**src/ccfd_pkg.sv**
```systemverilog
// Shared types, constants and functions of the COBS/CRC frame decoder.
// No dependencies; every module of the decoder imports this package.
package ccfd_pkg;

    localparam int MAX_FRAME_BYTES = 4096;

    localparam int LEN_W     = 13;
    localparam int PLEN_W    = 12;
    localparam int CFG_IDX_W = 2;

    localparam logic [LEN_W-1:0] COUNT_MAX = {LEN_W{1'b1}};
    localparam logic [LEN_W-1:0] LEN_RESET = LEN_W'(MAX_FRAME_BYTES);
    localparam logic [15:0]      CRC_INIT  = 16'hFFFF;
    localparam logic [15:0]      CRC_POLY  = 16'hA001;
    localparam logic [7:0]       CODE_LONG = 8'hFF;
    localparam logic [7:0]       DELIM     = 8'h00;

    typedef enum logic [2:0] {
        ST_OK           = 3'd0,
        ST_FRAME_LONG   = 3'd1,
        ST_DECODED_LONG = 3'd2,
        ST_INVALID      = 3'd3,
        ST_SHORT        = 3'd4,
        ST_CRC_BAD      = 3'd5
    } frame_status_t;

    typedef struct packed {
        logic                is_status;
        logic [7:0]          data_byte;
        frame_status_t       frame_status;
        logic [PLEN_W-1:0]   payload_len;
    } result_t;

    typedef struct packed {
        logic [LEN_W-1:0] frame_limit;
        logic [LEN_W-1:0] decoded_limit;
    } limits_t;

    function automatic logic [LEN_W-1:0] limit_of(input logic [LEN_W-1:0] reg_value);
        logic [LEN_W-1:0] lim;
        if (int'(reg_value) < MAX_FRAME_BYTES)
            lim = reg_value;
        else
            lim = LEN_W'(MAX_FRAME_BYTES);
        return lim;
    endfunction

    function automatic logic [15:0] crc_byte(input logic [15:0] crc_in, input logic [7:0] b);
        logic [15:0] crc;
        crc = crc_in ^ {8'h00, b};
        for (int k = 0; k < 8; k++)
        begin
            if (crc[0])
                crc = (crc >> 1) ^ CRC_POLY;
            else
                crc = crc >> 1;
        end
        return crc;
    endfunction

endpackage

```
**src/cobs_crc_frame_decoder_top.sv**
```systemverilog
// Top level of the COBS frame decoder with CRC-16/MODBUS check.
// Depends on ccfd_pkg, ccfd_cfg and ccfd_core; holds the input and result registers.

// Accepts one encoded link byte per clock cycle while the output is not stalled, and produces
// at most one result per byte: a decoded payload byte (tuser low) or, at each 0x00 delimiter,
// a frame status with the payload length (tuser high). Each byte is held in the input register
// and the decode step writes its result into the output register, from which it transfers;
// the single decode step from input register to result register sets the sustained rate of
// one byte per cycle while m_axis_tready holds. Payload bytes leave two decoded bytes late, so
// the CRC trailer is never presented. Write the length limits through the configuration
// channel only while no frame bytes are in flight.
module cobs_crc_frame_decoder_top
    import ccfd_pkg::*;
(
    input  logic                 clk,
    input  logic                 rst_n,
    // configuration write channel
    input  logic                 cfg_valid,
    output logic                 cfg_ready,
    input  logic [CFG_IDX_W-1:0] cfg_index,
    input  logic [LEN_W-1:0]     cfg_data,
    // encoded byte stream
    input  logic                 s_axis_tvalid,
    output logic                 s_axis_tready,
    input  logic [7:0]           s_axis_tdata,   // [7:0] rx_byte
    // decoded stream
    output logic                 m_axis_tvalid,
    input  logic                 m_axis_tready,
    output logic [23:0]          m_axis_tdata,   // [7:0] data_byte, [10:8] frame_status,
                                                 // [22:11] payload_len, [23] zero
    output logic                 m_axis_tuser    // [0] is_status
);

    limits_t    limits;
    logic       in_valid_reg, in_valid_next;
    logic [7:0] in_byte_reg;
    logic       out_valid_reg, out_valid_next;
    result_t    out_reg;
    logic       advance;
    logic       res_valid;
    result_t    res;

    ccfd_cfg u_cfg (
        .clk       (clk),
        .rst_n     (rst_n),
        .cfg_valid (cfg_valid),
        .cfg_ready (cfg_ready),
        .cfg_index (cfg_index),
        .cfg_data  (cfg_data),
        .limits    (limits)
    );

    ccfd_core u_core (
        .clk       (clk),
        .rst_n     (rst_n),
        .step      (advance),
        .rx_byte   (in_byte_reg),
        .limits    (limits),
        .res_valid (res_valid),
        .res       (res)
    );

    assign advance       = in_valid_reg && (!out_valid_reg || m_axis_tready);
    assign s_axis_tready = !in_valid_reg || advance;

    always_comb
    begin
        in_valid_next = in_valid_reg;
        if (s_axis_tready)
            in_valid_next = s_axis_tvalid;

        out_valid_next = out_valid_reg;
        if (advance)
            out_valid_next = res_valid;
        else if (m_axis_tready)
            out_valid_next = 1'b0;
    end

    always_ff @(posedge clk or negedge rst_n)
    begin
        if (!rst_n)
        begin
            in_valid_reg  <= 1'b0;
            out_valid_reg <= 1'b0;
        end
        else
        begin
            in_valid_reg  <= in_valid_next;
            out_valid_reg <= out_valid_next;
        end
    end

    always_ff @(posedge clk)
    begin
        if (s_axis_tvalid && s_axis_tready)
            in_byte_reg <= s_axis_tdata;
        if (advance && res_valid)
            out_reg <= res;
    end

    assign m_axis_tvalid = out_valid_reg;
    assign m_axis_tuser  = out_reg.is_status;
    assign m_axis_tdata  = {1'b0, out_reg.payload_len, out_reg.frame_status, out_reg.data_byte};

endmodule

```
**src/ccfd_cfg.sv**
```systemverilog
// Configuration registers of the frame decoder: encoded and decoded length limits.
// Depends on ccfd_pkg; stores each limit already clipped to the frame size bound.
module ccfd_cfg
    import ccfd_pkg::*;
(
    input  logic                 clk,
    input  logic                 rst_n,
    input  logic                 cfg_valid,
    output logic                 cfg_ready,
    input  logic [CFG_IDX_W-1:0] cfg_index,
    input  logic [LEN_W-1:0]     cfg_data,
    output limits_t              limits
);

    localparam logic [CFG_IDX_W-1:0] CFG_MAX_FRAME_LEN   = CFG_IDX_W'(0);
    localparam logic [CFG_IDX_W-1:0] CFG_MAX_DECODED_LEN = CFG_IDX_W'(1);

    limits_t limits_reg;
    limits_t limits_next;

    assign cfg_ready = 1'b1;
    assign limits    = limits_reg;

    always_comb
    begin
        limits_next = limits_reg;
        if (cfg_valid)
        begin
            if (cfg_index == CFG_MAX_FRAME_LEN)
                limits_next.frame_limit = limit_of(cfg_data);
            else if (cfg_index == CFG_MAX_DECODED_LEN)
                limits_next.decoded_limit = limit_of(cfg_data);
        end
    end

    always_ff @(posedge clk or negedge rst_n)
    begin
        if (!rst_n)
        begin
            limits_reg.frame_limit   <= limit_of(LEN_RESET);
            limits_reg.decoded_limit <= limit_of(LEN_RESET);
        end
        else
        begin
            limits_reg <= limits_next;
        end
    end

endmodule

```
**src/ccfd_core.sv**
```systemverilog
// Frame state and per-byte decode step: COBS undo, CRC-16, two-byte delay, status.
// Depends on ccfd_pkg; result is combinational and is registered by the top level.
module ccfd_core
    import ccfd_pkg::*;
(
    input  logic       clk,
    input  logic       rst_n,
    input  logic       step,
    input  logic [7:0] rx_byte,
    input  limits_t    limits,
    output logic       res_valid,
    output result_t    res
);

    logic [7:0]       block_left_reg,   block_left_next;
    logic             zero_follows_reg, zero_follows_next;
    logic             at_start_reg,     at_start_next;
    logic [LEN_W-1:0] enc_count_reg,    enc_count_next;
    logic [LEN_W-1:0] dec_count_reg,    dec_count_next;
    logic [15:0]      crc_reg,          crc_next;
    logic [7:0]       delay_reg  [2];
    logic [7:0]       delay_next [2];
    logic [1:0]       fault_reg,        fault_next;

    logic [LEN_W-1:0] enc_inc;
    logic             frame_fault;
    logic             take;
    logic [7:0]       take_byte;

    always_comb
    begin
        block_left_next   = block_left_reg;
        zero_follows_next = zero_follows_reg;
        at_start_next     = at_start_reg;
        enc_count_next    = enc_count_reg;
        dec_count_next    = dec_count_reg;
        crc_next          = crc_reg;
        delay_next[0]     = delay_reg[0];
        delay_next[1]     = delay_reg[1];
        fault_next        = fault_reg;
        res_valid         = 1'b0;
        res               = '0;
        take              = 1'b0;
        take_byte         = 8'h00;

        enc_inc     = (enc_count_reg != COUNT_MAX) ? enc_count_reg + LEN_W'(1) : enc_count_reg;
        frame_fault = fault_reg[1] | (enc_inc > limits.frame_limit);

        if (rx_byte != DELIM)
        begin
            enc_count_next = enc_inc;
            fault_next[1]  = frame_fault;
            if (block_left_reg != 8'h00)
            begin
                take            = 1'b1;
                take_byte       = rx_byte;
                block_left_next = block_left_reg - 8'd1;
            end
            else
            begin
                take              = zero_follows_reg & ~at_start_reg;
                block_left_next   = rx_byte - 8'd1;
                zero_follows_next = (rx_byte != CODE_LONG);
                at_start_next     = 1'b0;
            end

            if (take)
            begin
                if (dec_count_reg >= limits.decoded_limit)
                begin
                    fault_next[0] = 1'b1;
                end
                else
                begin
                    crc_next = crc_byte(crc_reg, take_byte);
                    if (dec_count_reg >= LEN_W'(2))
                    begin
                        res_valid     = 1'b1;
                        res.data_byte = delay_reg[0];
                    end
                    delay_next[0]  = delay_reg[1];
                    delay_next[1]  = take_byte;
                    dec_count_next = dec_count_reg + LEN_W'(1);
                end
            end
        end
        else
        begin
            res_valid     = 1'b1;
            res.is_status = 1'b1;
            priority if (frame_fault)
                res.frame_status = ST_FRAME_LONG;
            else if (fault_reg[0])
                res.frame_status = ST_DECODED_LONG;
            else if (block_left_reg != 8'h00)
                res.frame_status = ST_INVALID;
            else if (dec_count_reg < LEN_W'(2))
                res.frame_status = ST_SHORT;
            else if (crc_reg != 16'h0000)
                res.frame_status = ST_CRC_BAD;
            else
            begin
                res.frame_status = ST_OK;
                res.payload_len  = PLEN_W'(dec_count_reg - LEN_W'(2));
            end

            block_left_next   = 8'h00;
            zero_follows_next = 1'b0;
            at_start_next     = 1'b1;
            enc_count_next    = '0;
            dec_count_next    = '0;
            crc_next          = CRC_INIT;
            delay_next[0]     = 8'h00;
            delay_next[1]     = 8'h00;
            fault_next        = 2'b00;
        end
    end

    always_ff @(posedge clk or negedge rst_n)
    begin
        if (!rst_n)
        begin
            block_left_reg   <= 8'h00;
            zero_follows_reg <= 1'b0;
            at_start_reg     <= 1'b1;
            enc_count_reg    <= '0;
            dec_count_reg    <= '0;
            crc_reg          <= CRC_INIT;
            delay_reg[0]     <= 8'h00;
            delay_reg[1]     <= 8'h00;
            fault_reg        <= 2'b00;
        end
        else if (step)
        begin
            block_left_reg   <= block_left_next;
            zero_follows_reg <= zero_follows_next;
            at_start_reg     <= at_start_next;
            enc_count_reg    <= enc_count_next;
            dec_count_reg    <= dec_count_next;
            crc_reg          <= crc_next;
            delay_reg[0]     <= delay_next[0];
            delay_reg[1]     <= delay_next[1];
            fault_reg        <= fault_next;
        end
    end

    a_delim_clears: assert property (@(posedge clk) disable iff (!rst_n)
        (step && rx_byte == DELIM) |=>
            (dec_count_reg == '0 && crc_reg == CRC_INIT && at_start_reg && fault_reg == 2'b00))
        else $error("frame state not cleared after delimiter");

    a_delim_status: assert property (@(posedge clk) disable iff (!rst_n)
        (step && rx_byte == DELIM) |-> (res_valid && res.is_status))
        else $error("delimiter without status result");

    a_payload_clean: assert property (@(posedge clk) disable iff (!rst_n)
        (res_valid && !res.is_status) |->
            (res.frame_status == ST_OK && res.payload_len == '0 && rx_byte != DELIM))
        else $error("payload result carries status fields");

    a_block_not_start: assert property (@(posedge clk) disable iff (!rst_n)
        (block_left_reg != 8'h00) |-> !at_start_reg)
        else $error("open block at frame start");

endmodule

```
**config.mk**
```make
export PLATFORM = sky130hd
export DESIGN_NAME = cobs_crc_frame_decoder_top
export DESIGN_NICKNAME = d
export VERILOG_FILES = /design/src/ccfd_pkg.sv /design/src/cobs_crc_frame_decoder_top.sv /design/src/ccfd_cfg.sv /design/src/ccfd_core.sv
export SDC_FILE = /design/constraint.sdc
export NUM_CORES = 1
export LEC_CHECK = 0
export BUFFER_PORTS_ARGS = -buffer_cell sky130_fd_sc_hd__buf_2
export CAP_MARGIN = 20
export CELL_PAD_IN_SITES_DETAIL_PLACEMENT = 0
export CELL_PAD_IN_SITES_GLOBAL_PLACEMENT = 2
export CORE_MARGIN = 10
export CORE_UTILIZATION = 30
export CTS_BUF_LIST = sky130_fd_sc_hd__clkbuf_4
export CTS_CLUSTER_DIAMETER = 100
export DETAILED_ROUTE_END_ITERATION = 10
export GPL_ROUTABILITY_DRIVEN = 0
export PLACE_DENSITY_LB_ADDON = 0.12
export SLEW_MARGIN = 30
export SYNTH_ARGS = -nofsm -noshare
export SYNTH_HDL_FRONTEND = slang
export SYNTH_SLANG_ARGS = --single-unit
export TNS_END_PERCENT = 100
```
**constraint.sdc**
```tcl
create_clock -name clk -period 4.7 [get_ports clk]
set_input_delay 0.94 -clock clk [delete_from_list [all_inputs] [get_ports clk]]
set_output_delay 0.94 -clock clk [all_outputs]
set_load 0.005 [all_outputs]
```
# == Word level (Yosys, flattened, before mapping) ==
# Index checks and enable logic that the tools add are counted.
# op_classes
eq_ne,7
n_mux,66
n_div,0
multipliers,0
order_cmp,5
n_bitwise,16
reduce_logical,21
n_shift,0
addsub,5
# op_table
operator,count
$mux W16,35
$mux W13,6
$mux W8,4
$add A13 B1 Y13 const B,2
$not A2 Y3,8
$mux W1,16
$reduce_bool A16 Y1,1
$reduce_bool A8 Y1,2
$sub A8 B1 Y8 const B,2
$xor A16 B8 Y16,1
$ge A13 B13 Y1,1
$ge A13 B2 Y1 const B,1
$gt A13 B13 Y1,1
$lt A13 B13 Y1 const B,1
$lt A13 B2 Y1 const B,1
$ne A13 B13 Y1 const B,1
$sub A12 B2 Y12 const B,1
$reduce_and A3 Y1,3
$ne A2 B2 Y1 const B,4
$ne A8 B8 Y1 const B,1
$reduce_or A4 Y1,2
$mux W2,3
$mux W3,2
$reduce_or A6 Y1,1
11 further kinds,20
# word_totals
wordCells,141
latchBits,0
mem_bits_ro,0
ram_bits,0
regBits,130
memories,0

# == Logic depth before layout (Yosys ltp) ==
# depth
word_depth,44
ltp_mapped,17
ltp_nobuf,14

# == By module ==
# Synthesis repeated with hierarchy kept, for this count alone.
# hier_totals
cells_unflattened,685
hier_area_um2,7294.5
# by_module_without_submodules
mod,cells_per_inst,n_inst,area_each_um2
ccfd_core,569,1,5088.6
ccfd_cfg,72,1,1124.8
cobs_crc_frame_decoder_top,44,1,1081.0

# == Least setup slack after synthesis ==
# No wires, ideal clock.
# synth_timing
path_kind,flip-flop to flip-flop
startpoint,reg u_core.dec_count_reg[0]
endpoint,reg out_reg (netlist bit m_axis_tdata[0]) (enable)
path_stages_with_launch,10
setup_ns,0.405
synth_period_minus_slack_ns,3.239
t_arrival_ns,2.834
setup_slack_ns,1.461
t_required_ns,4.295
path_cell_list,dfrtp_1 -> inv_1 -> ha_1 -> nand2b_1 -> a21o_1 -> a21oi_1 -> o21ai_1 -> a21oi_1 -> a31oi_1 -> nor2_1
# synth_between
elab_chain_cells,6
elab_cells_between_ends,7
classes_between,order compare: 2; mux: 4; reduce/logical: 1
# synth_rtl
item,line,source
start: declaration,ccfd_core.sv:19,"logic [LEN_W-1:0] dec_count_reg, dec_count_next;"
start signal: assignment,ccfd_core.sv:139,dec_count_reg <= dec_count_next;
$ge A13 B2 Y1,ccfd_core.sv:76,if (dec_count_reg >= LEN_W'(2))
$mux W1,ccfd_core.sv:76,
$mux W1 (*),ccfd_core.sv:69,if (dec_count_reg >= limits.decoded_limit)
$mux W1 (*),ccfd_core.sv:67,if (take)
$mux W1 (*),ccfd_core.sv:49,if (rx_byte != DELIM)
$logic_and A1 B1 Y1 (*),cobs_crc_frame_decoder_top.sv:97,if (advance && res_valid)
end signal: assignment,cobs_crc_frame_decoder_top.sv:98,out_reg <= res;
end: declaration,cobs_crc_frame_decoder_top.sv:38,result_t out_reg;
# Every way passes the cells marked *; elsewhere a longest branch is shown, timed or not.
# A chain may end at the register's enable or synchronous reset.

# == Worst setup path after layout ==
# layout_timing
startpoint,reg u_core.enc_count_reg[0]
endpoint,reg out_reg (netlist bit m_axis_tdata[8]) (data pin)
# layout_between
elab_chain_cells,5
elab_cells_between_ends,6
classes_between,add/sub: 1; order compare: 1; eq/ne: 1; mux: 2; bitwise: 1
# layout_rtl
item,line,source
start: declaration,ccfd_core.sv:18,"logic [LEN_W-1:0] enc_count_reg, enc_count_next;"
start signal: assignment,ccfd_core.sv:138,enc_count_reg <= enc_count_next;
$add A13 B1 Y13 / $ne A13 B13 Y1 (equally long branches),ccfd_core.sv:46,enc_inc = (enc_count_reg != COUNT_MAX) ? enc_count_reg + LEN_W'(1) : enc_count_reg;
$mux W13 (*),ccfd_core.sv:46,
$gt A13 B13 Y1 (*),ccfd_core.sv:47,frame_fault = fault_reg[1] | (enc_inc > limits.frame_limit);
$or A1 B1 Y1 (*),ccfd_core.sv:47,
$mux W1 (*),ccfd_core.sv:91,priority if (frame_fault)
# Marks and branches as above.

==> implementation parameters <==
Parameter                              Value

Logic synthesis
  Top cells by area, synth    dfrtp_1 (28%), edfxtp_1 (14%), dfstp_2 (7.1%), ha_1 (5.7%), xnor2_1 (5.0%)
  Yosys synthesis warning count    0
  Count of mapped cells out of synthesis    702
  Total standard cell area after synthesis    0.00706 mm²
  Flip-flop and latch count after synthesis    130
  Share of async-settable or async-resettable flops after synthesis    0.754
  Leading register cell type out of synthesis    dfrtp_1
  Synthesized Nets    762
  Synthesized area per cell    10.1 µm²
  Part of the Yosys area used for sequential elements    0.487
  Cell accounting for the most synthesized area    dfrtp_1
  Fraction of post-synthesis cell area in the top cell type by area    0.280
  Post-synth EDFFs    32
  Count of different cell masters after synthesis    65

Timing
  Final Hold Violating Endpoints    0
  Portion of the clock cycle consumed by the worst path in the final layout    0.746
  Upper clock frequency limit    285 MHz
  Time the final worst path needs with I/O delays and setup    3.51 ns
  Max Slew Vio Count    0
  Worst Tran Pin Value    0.830 ns
  Setup Skew    0.0198 ns
  Final setup TNS    0 ns
  Final setup vio count    0
  Setup repair after global routing missed its margin    false
  Relative max-transition margin    0.446

Floorplanning
  Initial core utilization    0.302
  Std cell rows    56
  Die W    173 µm
  Area of the die    0.0301 mm²
  Area of the core    0.0233 mm²
  Top-level port count    56
  Height of the die    173 µm

Placed design
  Half-perimeter wire length after placement    12800 µm
  Number of cells in the design after placement    1044
  Placement-stage cell area    0.00762 mm²
  Count of buffers from port buffering    53

CTS
  Hold bufs inserted after CTS    0
  Count of instances resized after the clock tree is built    0
  Clock sink count    130
  Worst-Skew Late Latency    0.54 ns
  Number of post-CTS setup repair buffers    0
  Reg clk slew, reported paths    0.14 ns
  Number of H-tree levels    4
  TritonCTS Buffers    17
  Root Buffer    clkbuf_4
  Clock Path Buffers    2
  Clock tree from TritonCTS    yes

Detailed routing
  Total DRC errors in the routed layout    0
  Average wire per standard cell    16.7 µm
  Iteration count of the initial detailed-routing pass    5
  Detail-routed via count per cell    4.83
  Number of violations reported at the end of detailed-routing iteration 0    289
  DR vias    5207
  Total length of routed wires    18000 µm
  Detail Route Antenna Nets    0

Setup path
  Worst Path Class, Setup    flop to flop
  Crit path capture type    flop
  Peak fanout along the critical path    16
  Type of origin of the critical path    flop
  Critical path data required time    4.99 ns
  Arrival time at the worst endpoint    3.80 ns

Final layout
  Design Area, Final    0.00798 mm²
  Growth of design area from synthesis to finish    13.0%
  Final core occ    0.342
  Count of nets after finishing    805
  Post-layout instance count excluding filler cells    1079
  Max reg flops    26
  Layout cells sized above 1    0.177

Global routing
  Initial antenna violation count    1
  Total track usage    0.123
  Grt total ovfl    0
  First-pass GRT wire length    29800 µm
  Pin count of the biggest net entering global routing    68
  Number of global-route vias before repair    5281

Power and ir drop
  Power density over cell area    537 mW/mm²
  Final Total Pwr    4280 µW
  LEAKAGE    0.00340 µW
  Worst IR Drop VDD    0.000164 V

Min path
  Class of the tightest hold or removal check    input pin to async pin

Run
  # Max-Cap Violations    0

Run status
  Status    finished, final reports clean
[cell families after synthesis]
| kind of cell | share of synthesized area |
|---|---|
| AO/OA/AOI/OAI | 0.153 |
| XOR/XNOR | 0.0709 |
| adder cells (fa/ha/maj) | 0.0567 |
| multiplexers | 0.0204 |
| AND/OR/NAND/NOR | 0.164 |
| other | 0.00106 |
| flip-flops | 0.487 |
| buffers and inverters | 0.0470 |
[final cells by class]
cell class	instances	area, µm²
Fill cell	2395	15400
Sequential cell	130	3440
Multi-Input combinational cell	491	3290
Tap cell	319	399
Timing Repair Buffer	62	343
Clock inverter	14	203
Inverter	43	161
Clock buffer	18	135
Antenna cell	2	5.00
[where the power goes]
part           leakage (µW)  internal [µW]  switching, µW
Sequential          0.00152           1530            304
Combinational       0.00171            730            814
Clock              0.000178            437            466
Total               0.00340           2700           1580
[cells in the mapped netlist (all sizes together) (12+ instances only)]
master	n
nor3	20
nand3	13
ha	32
nand2b	23
buf	12
xnor2	40
nor2	45
a21oi	25
nand4	15
xor2	12
clkbuf	26
a22o	14
dfstp	19
nand2	71
inv	43
o21ai	53
dfrtp	79
edfxtp	32
[placed cells by master, fill, tap and decap left out, types with 23 or more instances in the layout]
master and n:
o21ai_0 49, nand2_1 71, ha_1 32, edfxtp_1 32, buf_2 52, a21oi_1 25, nand2b_1 23, inv_1 42
dfrtp_1 79, xnor2_1 40, nor2_1 43
[routing by layer]
metal / share of wire / up-vias / global-route usage
li1: - / 2574 / -
met1: 0.51 / 2525 / 0.168
met2: 0.44 / 97 / 0.188
met3: 0.036 / 11 / 0.0325
met4: 0.0093 / 0 / 0.0341
met5: 0 / - / 0
[worst paths after layout]
kind,from,endpoint,slack [ns],cells after the start
max reg2reg,u_core.enc_count_reg[0],m_axis_tdata[8],1.19,13
min reg2reg,u_cfg.limits[15],u_cfg.limits[15],0.49,2
max,u_core.enc_count_reg[0],m_axis_tdata[8],1.19,13
max in group asynchronous,rst_n,u_core.crc_reg[7],3.35,2
min in group clk,u_cfg.limits[15],u_cfg.limits[15],0.49,2
min,rst_n,u_cfg.limits[8],0.38,1
[through the flow]
| stage | hold slack [ns] | setup slack, ns |
|---|---|---|
| global placement | 0.469 | 1.33 |
| detailed placement | 0.472 | 1.27 |
| global route | 0.352 | 0.998 |
| floorplan | 0.450 | 1.46 |
| CTS | 0.493 | 1.21 |
| finish | 0.384 | 1.19 |
[critical path: stages (launching register included)]
cell and delay (ns):
dfrtp_1 0.45, ha_1 0.31, a31oi_1 0.31, and3_1 0.37
nand3_1 0.16, xnor2_1 0.16, ha_1 0.29, nor2b_1 0.13
o21ai_0 0.14, nand2b_1 0.10, a211oi_1 0.21, a21oi_1 0.12
buf_4 0.20, o31a_1 0.29
Power figures use the tool's default switching activity.
